[src/design/mm4_pkg.sv]
// Shared types and constants for the 4x4 fixed-point matrix multiplier.
package mm4_pkg;

  localparam int ELEM_W = 32;
  localparam int POS_W  = 2;

  typedef struct packed {
    logic                     matrix_select;
    logic [POS_W-1:0]         row_index;
    logic [POS_W-1:0]         col_index;
    logic signed [ELEM_W-1:0] element_value;
    logic                     start_req;
  } in_t;

  typedef struct packed {
    logic [POS_W-1:0]         out_row;
    logic [POS_W-1:0]         out_col;
    logic signed [ELEM_W-1:0] product_value;
    logic                     overflow;
    logic                     last;
  } out_t;

  // One issued multiply-accumulate step, sent from the sequencer to the datapath.
  typedef struct packed {
    logic             valid;
    logic             first;
    logic             last_k;
    logic             last_elem;
    logic [POS_W-1:0] row;
    logic [POS_W-1:0] col;
  } mac_ctrl_t;

endpackage

[src/design/mm4_ram.sv]
// Generic single-write, single-read synchronous RAM with registered read data.
module mm4_ram #(
  parameter int WIDTH = 32,
  parameter int DEPTH = 16
) (
  input  logic                     clk,
  input  logic                     we,
  input  logic [$clog2(DEPTH)-1:0] waddr,
  input  logic [WIDTH-1:0]         wdata,
  input  logic [$clog2(DEPTH)-1:0] raddr,
  output logic [WIDTH-1:0]         rdata
);

  logic [WIDTH-1:0] mem [DEPTH];

  always_ff @(posedge clk) begin
    if (we) begin
      mem[waddr] <= wdata;
    end
    rdata <= mem[raddr];
  end

endmodule

[src/design/mm4_mac.sv]
// Multiply-accumulate datapath with rounding, saturation and the result register.
module mm4_mac #(
  parameter int DIM       = 4,
  parameter int FRAC_BITS = 16
) (
  input  logic                              clk,
  input  logic                              rst,
  input  mm4_pkg::mac_ctrl_t                ctrl,
  input  logic signed [mm4_pkg::ELEM_W-1:0] a_value,
  input  logic signed [mm4_pkg::ELEM_W-1:0] b_value,
  output logic                              out_valid,
  input  logic                              out_ready,
  output mm4_pkg::out_t                     out_data
);

  localparam int PROD_W = 2 * mm4_pkg::ELEM_W;
  localparam int ACC_W  = PROD_W + $clog2(DIM);
  localparam int TOP_LO = FRAC_BITS + mm4_pkg::ELEM_W - 1;
  localparam logic signed [ACC_W-1:0] HALF = ACC_W'(1) << (FRAC_BITS - 1);

  mm4_pkg::mac_ctrl_t       ctrl_s1;
  mm4_pkg::mac_ctrl_t       ctrl_s2;
  logic signed [PROD_W-1:0] prod;
  logic signed [ACC_W-1:0]  acc;
  logic signed [ACC_W-1:0]  sum;
  logic                     sum_valid;
  logic [mm4_pkg::POS_W-1:0] sum_row;
  logic [mm4_pkg::POS_W-1:0] sum_col;
  logic                     sum_last;
  logic                     move;
  logic [ACC_W-TOP_LO-1:0]  sum_top;
  logic                     fits;
  mm4_pkg::out_t            res;

  // The sum moves on to the result register whenever that register is free or being emptied.
  assign move = sum_valid && (!out_valid || out_ready);

  always_comb begin
    sum_top = sum[ACC_W-1:TOP_LO];
    fits    = (sum_top == '0) || (sum_top == '1);
    res.out_row  = sum_row;
    res.out_col  = sum_col;
    res.last     = sum_last;
    res.overflow = !fits;
    if (fits) begin
      res.product_value = sum[TOP_LO:FRAC_BITS];
    end else if (sum[ACC_W-1]) begin
      res.product_value = {1'b1, {(mm4_pkg::ELEM_W-1){1'b0}}};
    end else begin
      res.product_value = {1'b0, {(mm4_pkg::ELEM_W-1){1'b1}}};
    end
  end

  always_ff @(posedge clk) begin
    if (rst) begin
      ctrl_s1   <= '0;
      ctrl_s2   <= '0;
      sum_valid <= 1'b0;
      out_valid <= 1'b0;
    end else begin
      ctrl_s1 <= ctrl;
      ctrl_s2 <= ctrl_s1;
      if (ctrl_s2.valid && ctrl_s2.last_k) begin
        sum_valid <= 1'b1;
      end else if (move) begin
        sum_valid <= 1'b0;
      end
      if (move) begin
        out_valid <= 1'b1;
      end else if (out_ready) begin
        out_valid <= 1'b0;
      end
    end
  end

  always_ff @(posedge clk) begin
    prod <= a_value * b_value;
    if (ctrl_s2.valid) begin
      // The rounding constant is folded into the first term of each dot product.
      if (ctrl_s2.first) begin
        acc <= HALF + ACC_W'(prod);
      end else begin
        acc <= acc + ACC_W'(prod);
      end
      if (ctrl_s2.last_k) begin
        sum      <= acc + ACC_W'(prod);
        sum_row  <= ctrl_s2.row;
        sum_col  <= ctrl_s2.col;
        sum_last <= ctrl_s2.last_elem;
      end
    end
    if (move) begin
      out_data <= res;
    end
  end

endmodule

[src/design/matrix4x4_multiply_core.sv]
// Top level of the fixed-point matrix multiplier: operand stores and product sequencer.
//
// Input requests each carry one operand element (left or right matrix, row, column,
// signed Q16.16 value). An element with an index not below DIM is dropped. Requests
// are accepted back to back; in_ready is high only while no product is in progress.
// A request with start_req set stores its element and then starts the product.
// The block emits DIM*DIM results in row-major order on the output channel, the final
// one marked by last. Each is the rounded dot product of a left row and a right column,
// saturated to 32 bits with overflow raised when clamped.
// Products are formed by one shared 32x32 multiplier reading one entry of each store
// per cycle, except while a new dot product waits for a free result slot; each result
// is the sum of DIM such terms.
// At most two results are held back when the receiver stalls; the multiplier then
// pauses and resumes with no loss. in_ready returns after the final result is taken and
// none is left. Reset clears the control state only: the stores keep undefined contents
// until written, and every element a product reads must be loaded first.
module matrix4x4_multiply_core #(
  parameter int DIM       = 4,
  parameter int FRAC_BITS = 16
) (
  input  logic          clk,
  input  logic          rst,
  input  logic          in_valid,
  output logic          in_ready,
  input  mm4_pkg::in_t  in_data,
  output logic          out_valid,
  input  logic          out_ready,
  output mm4_pkg::out_t out_data
);

  localparam int DEPTH = DIM * DIM;
  localparam int AW    = $clog2(DEPTH);
  localparam int IW    = $clog2(DIM);
  localparam logic [IW-1:0] LAST_IDX = IW'(DIM - 1);

  typedef enum logic [1:0] {ST_IDLE, ST_RUN, ST_DRAIN} state_t;

  state_t             state;
  logic [IW-1:0]      i_idx;
  logic [IW-1:0]      j_idx;
  logic [IW-1:0]      k_idx;
  logic [1:0]         outstanding;
  logic               in_accept;
  logic               out_accept;
  logic               issue;
  logic               elem_start;
  logic               in_range;
  logic [AW+1:0]      waddr_wide;
  logic [AW-1:0]      waddr;
  logic [AW-1:0]      left_raddr;
  logic [AW-1:0]      right_raddr;
  logic [mm4_pkg::ELEM_W-1:0] left_rdata;
  logic [mm4_pkg::ELEM_W-1:0] right_rdata;
  mm4_pkg::mac_ctrl_t ctrl;

  assign in_ready   = (state == ST_IDLE);
  assign in_accept  = in_valid && in_ready;
  assign out_accept = out_valid && out_ready;

  // A new dot product starts only when a slot waits for it past the multiplier.
  assign elem_start = (k_idx == '0);
  assign issue      = (state == ST_RUN) && (!elem_start || outstanding < 2'd2);

  always_comb begin
    in_range   = ((AW+2)'(in_data.row_index) < (AW+2)'(DIM)) &&
                 ((AW+2)'(in_data.col_index) < (AW+2)'(DIM));
    waddr_wide = (AW+2)'(in_data.row_index) * (AW+2)'(DIM) + (AW+2)'(in_data.col_index);
    waddr      = waddr_wide[AW-1:0];
    left_raddr  = AW'(i_idx) * AW'(DIM) + AW'(k_idx);
    right_raddr = AW'(k_idx) * AW'(DIM) + AW'(j_idx);
    ctrl.valid     = issue;
    ctrl.first     = elem_start;
    ctrl.last_k    = (k_idx == LAST_IDX);
    ctrl.last_elem = (i_idx == LAST_IDX) && (j_idx == LAST_IDX);
    ctrl.row       = mm4_pkg::POS_W'(i_idx);
    ctrl.col       = mm4_pkg::POS_W'(j_idx);
  end

  always_ff @(posedge clk) begin
    if (rst) begin
      state       <= ST_IDLE;
      i_idx       <= '0;
      j_idx       <= '0;
      k_idx       <= '0;
      outstanding <= '0;
    end else begin
      outstanding <= outstanding + 2'((issue && elem_start) ? 1 : 0)
                                 - 2'(out_accept ? 1 : 0);
      case (state)
        ST_IDLE: begin
          if (in_accept && in_data.start_req) begin
            state <= ST_RUN;
            i_idx <= '0;
            j_idx <= '0;
            k_idx <= '0;
          end
        end
        ST_RUN: begin
          if (issue) begin
            if (k_idx == LAST_IDX) begin
              k_idx <= '0;
              if (j_idx == LAST_IDX) begin
                j_idx <= '0;
                if (i_idx == LAST_IDX) begin
                  i_idx <= '0;
                  state <= ST_DRAIN;
                end else begin
                  i_idx <= i_idx + 1'b1;
                end
              end else begin
                j_idx <= j_idx + 1'b1;
              end
            end else begin
              k_idx <= k_idx + 1'b1;
            end
          end
        end
        ST_DRAIN: begin
          if (outstanding == '0) begin
            state <= ST_IDLE;
          end
        end
        default: begin
          state <= ST_IDLE;
        end
      endcase
    end
  end

  mm4_ram #(
    .WIDTH (mm4_pkg::ELEM_W),
    .DEPTH (DEPTH)
  ) u_left_ram (
    .clk   (clk),
    .we    (in_accept && in_range && !in_data.matrix_select),
    .waddr (waddr),
    .wdata (in_data.element_value),
    .raddr (left_raddr),
    .rdata (left_rdata)
  );

  mm4_ram #(
    .WIDTH (mm4_pkg::ELEM_W),
    .DEPTH (DEPTH)
  ) u_right_ram (
    .clk   (clk),
    .we    (in_accept && in_range && in_data.matrix_select),
    .waddr (waddr),
    .wdata (in_data.element_value),
    .raddr (right_raddr),
    .rdata (right_rdata)
  );

  mm4_mac #(
    .DIM       (DIM),
    .FRAC_BITS (FRAC_BITS)
  ) u_mac (
    .clk       (clk),
    .rst       (rst),
    .ctrl      (ctrl),
    .a_value   (left_rdata),
    .b_value   (right_rdata),
    .out_valid (out_valid),
    .out_ready (out_ready),
    .out_data  (out_data)
  );

  // Loading and computing never overlap, so no result can be pending while requests are taken.
  a_idle_no_result: assert property (@(posedge clk) disable iff (rst)
    in_ready |-> !out_valid)
    else $error("result pending while accepting requests");

  a_start_blocks: assert property (@(posedge clk) disable iff (rst)
    (in_accept && in_data.start_req) |=> !in_ready)
    else $error("request accepted during a product");

  a_slots_bounded: assert property (@(posedge clk) disable iff (rst)
    outstanding != 2'd3)
    else $error("more results in flight than the datapath can hold");

  a_last_returns_idle: assert property (@(posedge clk) disable iff (rst)
    (out_accept && out_data.last) |=> ##1 (state == ST_IDLE))
    else $error("block did not return to idle after the final result");

endmodule

[config.mk]
export PLATFORM = sky130hd
export DESIGN_NAME = matrix4x4_multiply_core
export DESIGN_NICKNAME = d
export VERILOG_FILES = /design/src/design/mm4_pkg.sv /design/src/design/mm4_ram.sv /design/src/design/mm4_mac.sv /design/src/design/matrix4x4_multiply_core.sv
export SDC_FILE = /design/constraint.sdc
export NUM_CORES = 2
export LEC_CHECK = 0
export BUFFER_PORTS_ARGS = -buffer_cell sky130_fd_sc_hd__buf_2
export CORE_UTILIZATION = 42
export CTS_CLUSTER_SIZE = 10
export DETAILED_ROUTE_END_ITERATION = 10
export PLACE_DENSITY = 0.59
export SETUP_SLACK_MARGIN = 0.05
export SYNTH_ARGS = -nofsm -noshare
export SYNTH_HDL_FRONTEND = slang
export SYNTH_SLANG_ARGS = --single-unit
export TNS_END_PERCENT = 50
[constraint.sdc]
create_clock -name clk -period 7.4 [get_ports clk]
set_input_delay 0.74 -clock clk [delete_from_list [all_inputs] [get_ports clk]]
set_output_delay 0.74 -clock clk [all_outputs]
set_load 0.03 [all_outputs]
==> impl_summary.txt <==
----------------------------------------------------
[Finish]
  Area growth from synthesis to final layout ... 13.6%
  Number of fillers in the final layout ... roughly 18000
  Final-stage net count ... 8313
  Sequential cell area ... 38700 sq um
  Number of non-filler instances in the completed layout ... just under 10000
  Area of the multi-input gates ... ~46000 sq um
  Share of final-layout standard cells stronger than drive strength 1 ... roughly 17%

[Placement]
  Sum of net half-perimeters after detailed placement ... ~150000 microns
  Number of input and output port buffers inserted ... 81
  Cell count after placement ... ~9500
  Global placement routability congestion ... 0.873

[STA]
  Slew at the pin closest to its max-slew limit ... approximately 1.1 ns
  Setup repair after global routing missed its margin ... yes
  Time the final worst path needs with I/O delays and setup ... roughly 7.3 ns
  Setup TNS ... 0 ns
  Final Hold Vio Count ... 0
  Final number of setup-violating endpoints ... 0
  Max-slew violations ... 0
  Post-Route Skew ... around 0.075 ns
  Tcrit/Tclk final ... a little over nine tenths
  Tightest slew margin relative to the limit ... about a quarter
  Fmax achieved ... about 140 MHz

[Floorplanning]
  Number of ports placed on the die boundary ... between 80 and 90
  Area of the core ... 210000 sq um
  Horiz. Die Dim ... ~460 microns
  Vertical die dimension ... 462 microns
  Core Rows ... around 170
  Effective utilization at floorplan ... 42.3%
  Die Footprint ... around 210000 sq um

[Critical path]
  Data required, critical path ... roughly 8.1 ns
  Register-to-register setup slack ... 0.09 ns
  Sort of element at the end of the critical path ... flip-flop
  Path type of the worst setup path ... reg -> reg
  Largest fanout on the critical path ... 8
  Arr. time, crit path ... roughly 8 ns
  Critical path launch point type ... flip-flop

[Route]
  Detail Route Antenna Nets ... 0
  Initial DRT Pass Iterations ... 5
  Overall routed net length ... between 200000 and 250000 microns
  Number of DRC markers after the initial detailed-route iteration ... ~4300
  Post-DR wirelength/cell ... ~22 microns
  Vias per inst ... about 5.2
  Final routed DRC violation total ... 0
  Vias after detailed routing ... 51500

[Global routing]
  Pin count of the biggest net entering global routing ... 102
  Vias in the first global route ... about 56000
  GR Util All Layers ... 20.6%
  Wire length of the first global-routing pass ... ~330000 microns
  Total global routing overflow ... 0
  Initial antenna violation count ... 20

[Clock tree]
  Number of clock sinks ... between 1000 and 1500
  H-tree lvl count ... 4
  Clock network latency to the later pin of the worst-skew pair ... roughly 0.80 ns
  Clock Tree Buf Depth ... 3
  TritonCTS clock tree ... built
  CTS hold repair buffers ... 0
  Clock transition at the registers of the reported paths ... 0.06 ns
  Total clock buffers created by CTS ... roughly 160
  CTS Root Buffer Type ... sky130_fd_sc_hd__clkbuf_16

[Yosys]
  Most frequently used cell type in the post-synthesis netlist ... sky130_fd_sc_hd__edfxtp_1
  Cells taking the most area after synthesis ... sky130_fd_sc_hd__edfxtp_1 (40%), sky130_fd_sc_hd__fa_1 (24%), sky130_fd_sc_hd__mux4_2 (8.1%)
  Count of flip-flops with a built-in enable after synthesis ... about 1200
  Cell Area, Synth ... 88900 sq um
  Fraction of synthesized cell area taken by the top area cell type ... approximately 40%
  Flip-flop cell with the highest count after synthesis ... sky130_fd_sc_hd__edfxtp_1
  Part of the Yosys area used for sequential elements ... a little over two fifths
  Post-synthesis share of cell area spent on xor and xnor gates ... under 10%
  Adder-cell share of the synthesized area ... between 20% and 30%
  Gate count of the mapped netlist ... approximately 6700
  Yosys top cell by area ... sky130_fd_sc_hd__edfxtp_1
  Share of async-settable or async-resettable flops after synthesis ... 0%
  Flops & latches, synth ... roughly 1300
  Post-synthesis net count ... roughly 8000
  Synth cell count leaders ... sky130_fd_sc_hd__edfxtp_1 (1183), sky130_fd_sc_hd__fa_1 (1083), sky130_fd_sc_hd__inv_1 (1027), sky130_fd_sc_hd__nand2_1 (641), sky130_fd_sc_hd__and2_1 (520)
  Main combinational cell family by area after synthesis ... adder cells
  Multiplexer area fraction after synthesis ... approximately 8.2%
  Share of synthesized cell area in and, or, nand and nor gates ... between 8 and 9%
  Yosys warns ... 0
  Area fraction in compound gates after synthesis ... under 10%
  Syn avg cell area ... 13.4 sq um
  Yosys cell types ... 86

[Outcome]
  Run status ... finished clean

[Min path]
  Worst min-delay path class ... in -> reg

[Run]
  Count of maximum capacitance violations ... 0

----------------------------------------------------
-- layer usage --
layer  vias to the layer above  part of all wire (%)  global-route usage (%)
met5                         -                 0.018                       0
met4                         6                   2.0                    4.81
met3                       295                   5.5                    3.10
met2                      1347                    48                    33.6
met1                     27100                    45                    29.1
li1                      22700                     -                       -
-- metrics by stage --
| stage | instance area (sq um) | setup WS [ns] | utilization [%] | hold slack [ns] |
|---|---|---|---|---|
| 2_1_floorplan | 89000 | 0.0645 | - | 0.386 |
| 3_3_place_gp | 95000 | -0.0430 | 45.2 | 0.389 |
| 3_5_place_dp | 95000 | -0.147 | 45.2 | 0.391 |
| 4_1_cts | 99900 | 0.0428 | 47.6 | 0.251 |
| 5_1_grt | 101000 | -0.106 | 48.1 | 0.338 |
| 6_report | 101000 | 0.0948 | 48.1 | 0.316 |
-- flip-flops by register name, summed over array words and instances (netlist names), 32 cells and up --
signal and flops:
u_mac.acc 66, u_left_ram.rdata 32, u_left_ram.mem 512, u_mac.sum 50
u_mac.out_data 38, u_mac.prod 64, u_right_ram.rdata 32, u_right_ram.mem 512
-- layout by cell type, fill, tap and decap left out, types with 100 or more instances in the layout --
master                         n
sky130_fd_sc_hd__inv_1      1010
sky130_fd_sc_hd__nand2_1     636
sky130_fd_sc_hd__dfxtp_1     118
sky130_fd_sc_hd__xnor2_1     104
sky130_fd_sc_hd__clkbuf_16   164
sky130_fd_sc_hd__buf_4       279
sky130_fd_sc_hd__ha_1        231
sky130_fd_sc_hd__edfxtp_1   1183
sky130_fd_sc_hd__mux4_2      320
sky130_fd_sc_hd__and2_1      514
sky130_fd_sc_hd__a21oi_1     129
sky130_fd_sc_hd__fa_1       1051
sky130_fd_sc_hd__a21o_1      100
sky130_fd_sc_hd__nor2_1      132
-- worst max-delay path: stages (launching register included) --
cell                         delay (ns)
sky130_fd_sc_hd__dfxtp_4           0.37
sky130_fd_sc_hd__buf_12            0.14
sky130_fd_sc_hd__and2_4            0.14
sky130_fd_sc_hd__fa_2              0.59
sky130_fd_sc_hd__fa_1              0.46
sky130_fd_sc_hd__fa_1              0.55
sky130_fd_sc_hd__buf_6             0.18
sky130_fd_sc_hd__fa_2              0.64
sky130_fd_sc_hd__clkinvlp_4        0.17
sky130_fd_sc_hd__buf_4             0.17
sky130_fd_sc_hd__buf_4             0.13
sky130_fd_sc_hd__fa_1              0.47
sky130_fd_sc_hd__inv_1             0.05
sky130_fd_sc_hd__fa_1              0.54
sky130_fd_sc_hd__inv_1             0.06
sky130_fd_sc_hd__fa_1              0.48
sky130_fd_sc_hd__inv_1             0.06
sky130_fd_sc_hd__fa_1              0.51
sky130_fd_sc_hd__ha_4              0.31
sky130_fd_sc_hd__nand4_1           0.14
sky130_fd_sc_hd__nor2_2            0.16
sky130_fd_sc_hd__nand2_2           0.08
sky130_fd_sc_hd__a2111oi_4         0.34
sky130_fd_sc_hd__or2_4             0.22
sky130_fd_sc_hd__a31oi_2           0.10
sky130_fd_sc_hd__xnor2_1           0.13
-- timing repair --
action	4_1_cts	5_1_grt
resized for setup	46	194
gates cloned	1	7
endpoints found under the setup margin	17	24
buffers inserted	5	24
pin swaps	15	69
-- final cells by class --
| class | count | area share [%] |
|---|---|---|
| Clock buffer | 234 | 4.19 |
| Tap cell | 2805 | 3.47 |
| Antenna cell | 4 | 0.00991 |
| Inverter | 1031 | 3.84 |
| Timing Repair Buffer | 454 | 4.11 |
| Sequential cell | 1339 | 38.3 |
| Clock inverter | 23 | 0.464 |
| Multi-Input combinational cell | 3950 | 45.6 |
-- worst paths after layout --
path,cells after the start,startpoint,endpoint
setup / recovery,25,u_left_ram.rdata[31]$_DFF_P_,u_mac.prod[57]$_DFF_P_
hold / removal,4,out_ready,u_mac.out_valid$_SDFFE_PP0P_
hold reg to reg,0,u_mac.ctrl_s2[3]$_SDFF_PP0_,u_mac.sum_row[1]$_DFFE_PP_
setup reg to reg,25,u_left_ram.rdata[31]$_DFF_P_,u_mac.prod[57]$_DFF_P_
-- logic make-up (layout without fill, tap and decap cells) --
logic type	count (synthesis)	in the layout
AND/OR/NAND/NOR	1576	1576
AO/OA/AOI/OAI	525	525
XOR/XNOR	181	181
flip-flops	1339	1339
multiplexers	329	329
other	0	4
adder cells (fa/ha/maj)	1339	1339
buffers and inverters	1363	1742
Power is not shown: default switching activity piles up to over one toggle a cycle in this logic, so the estimate is an artifact.
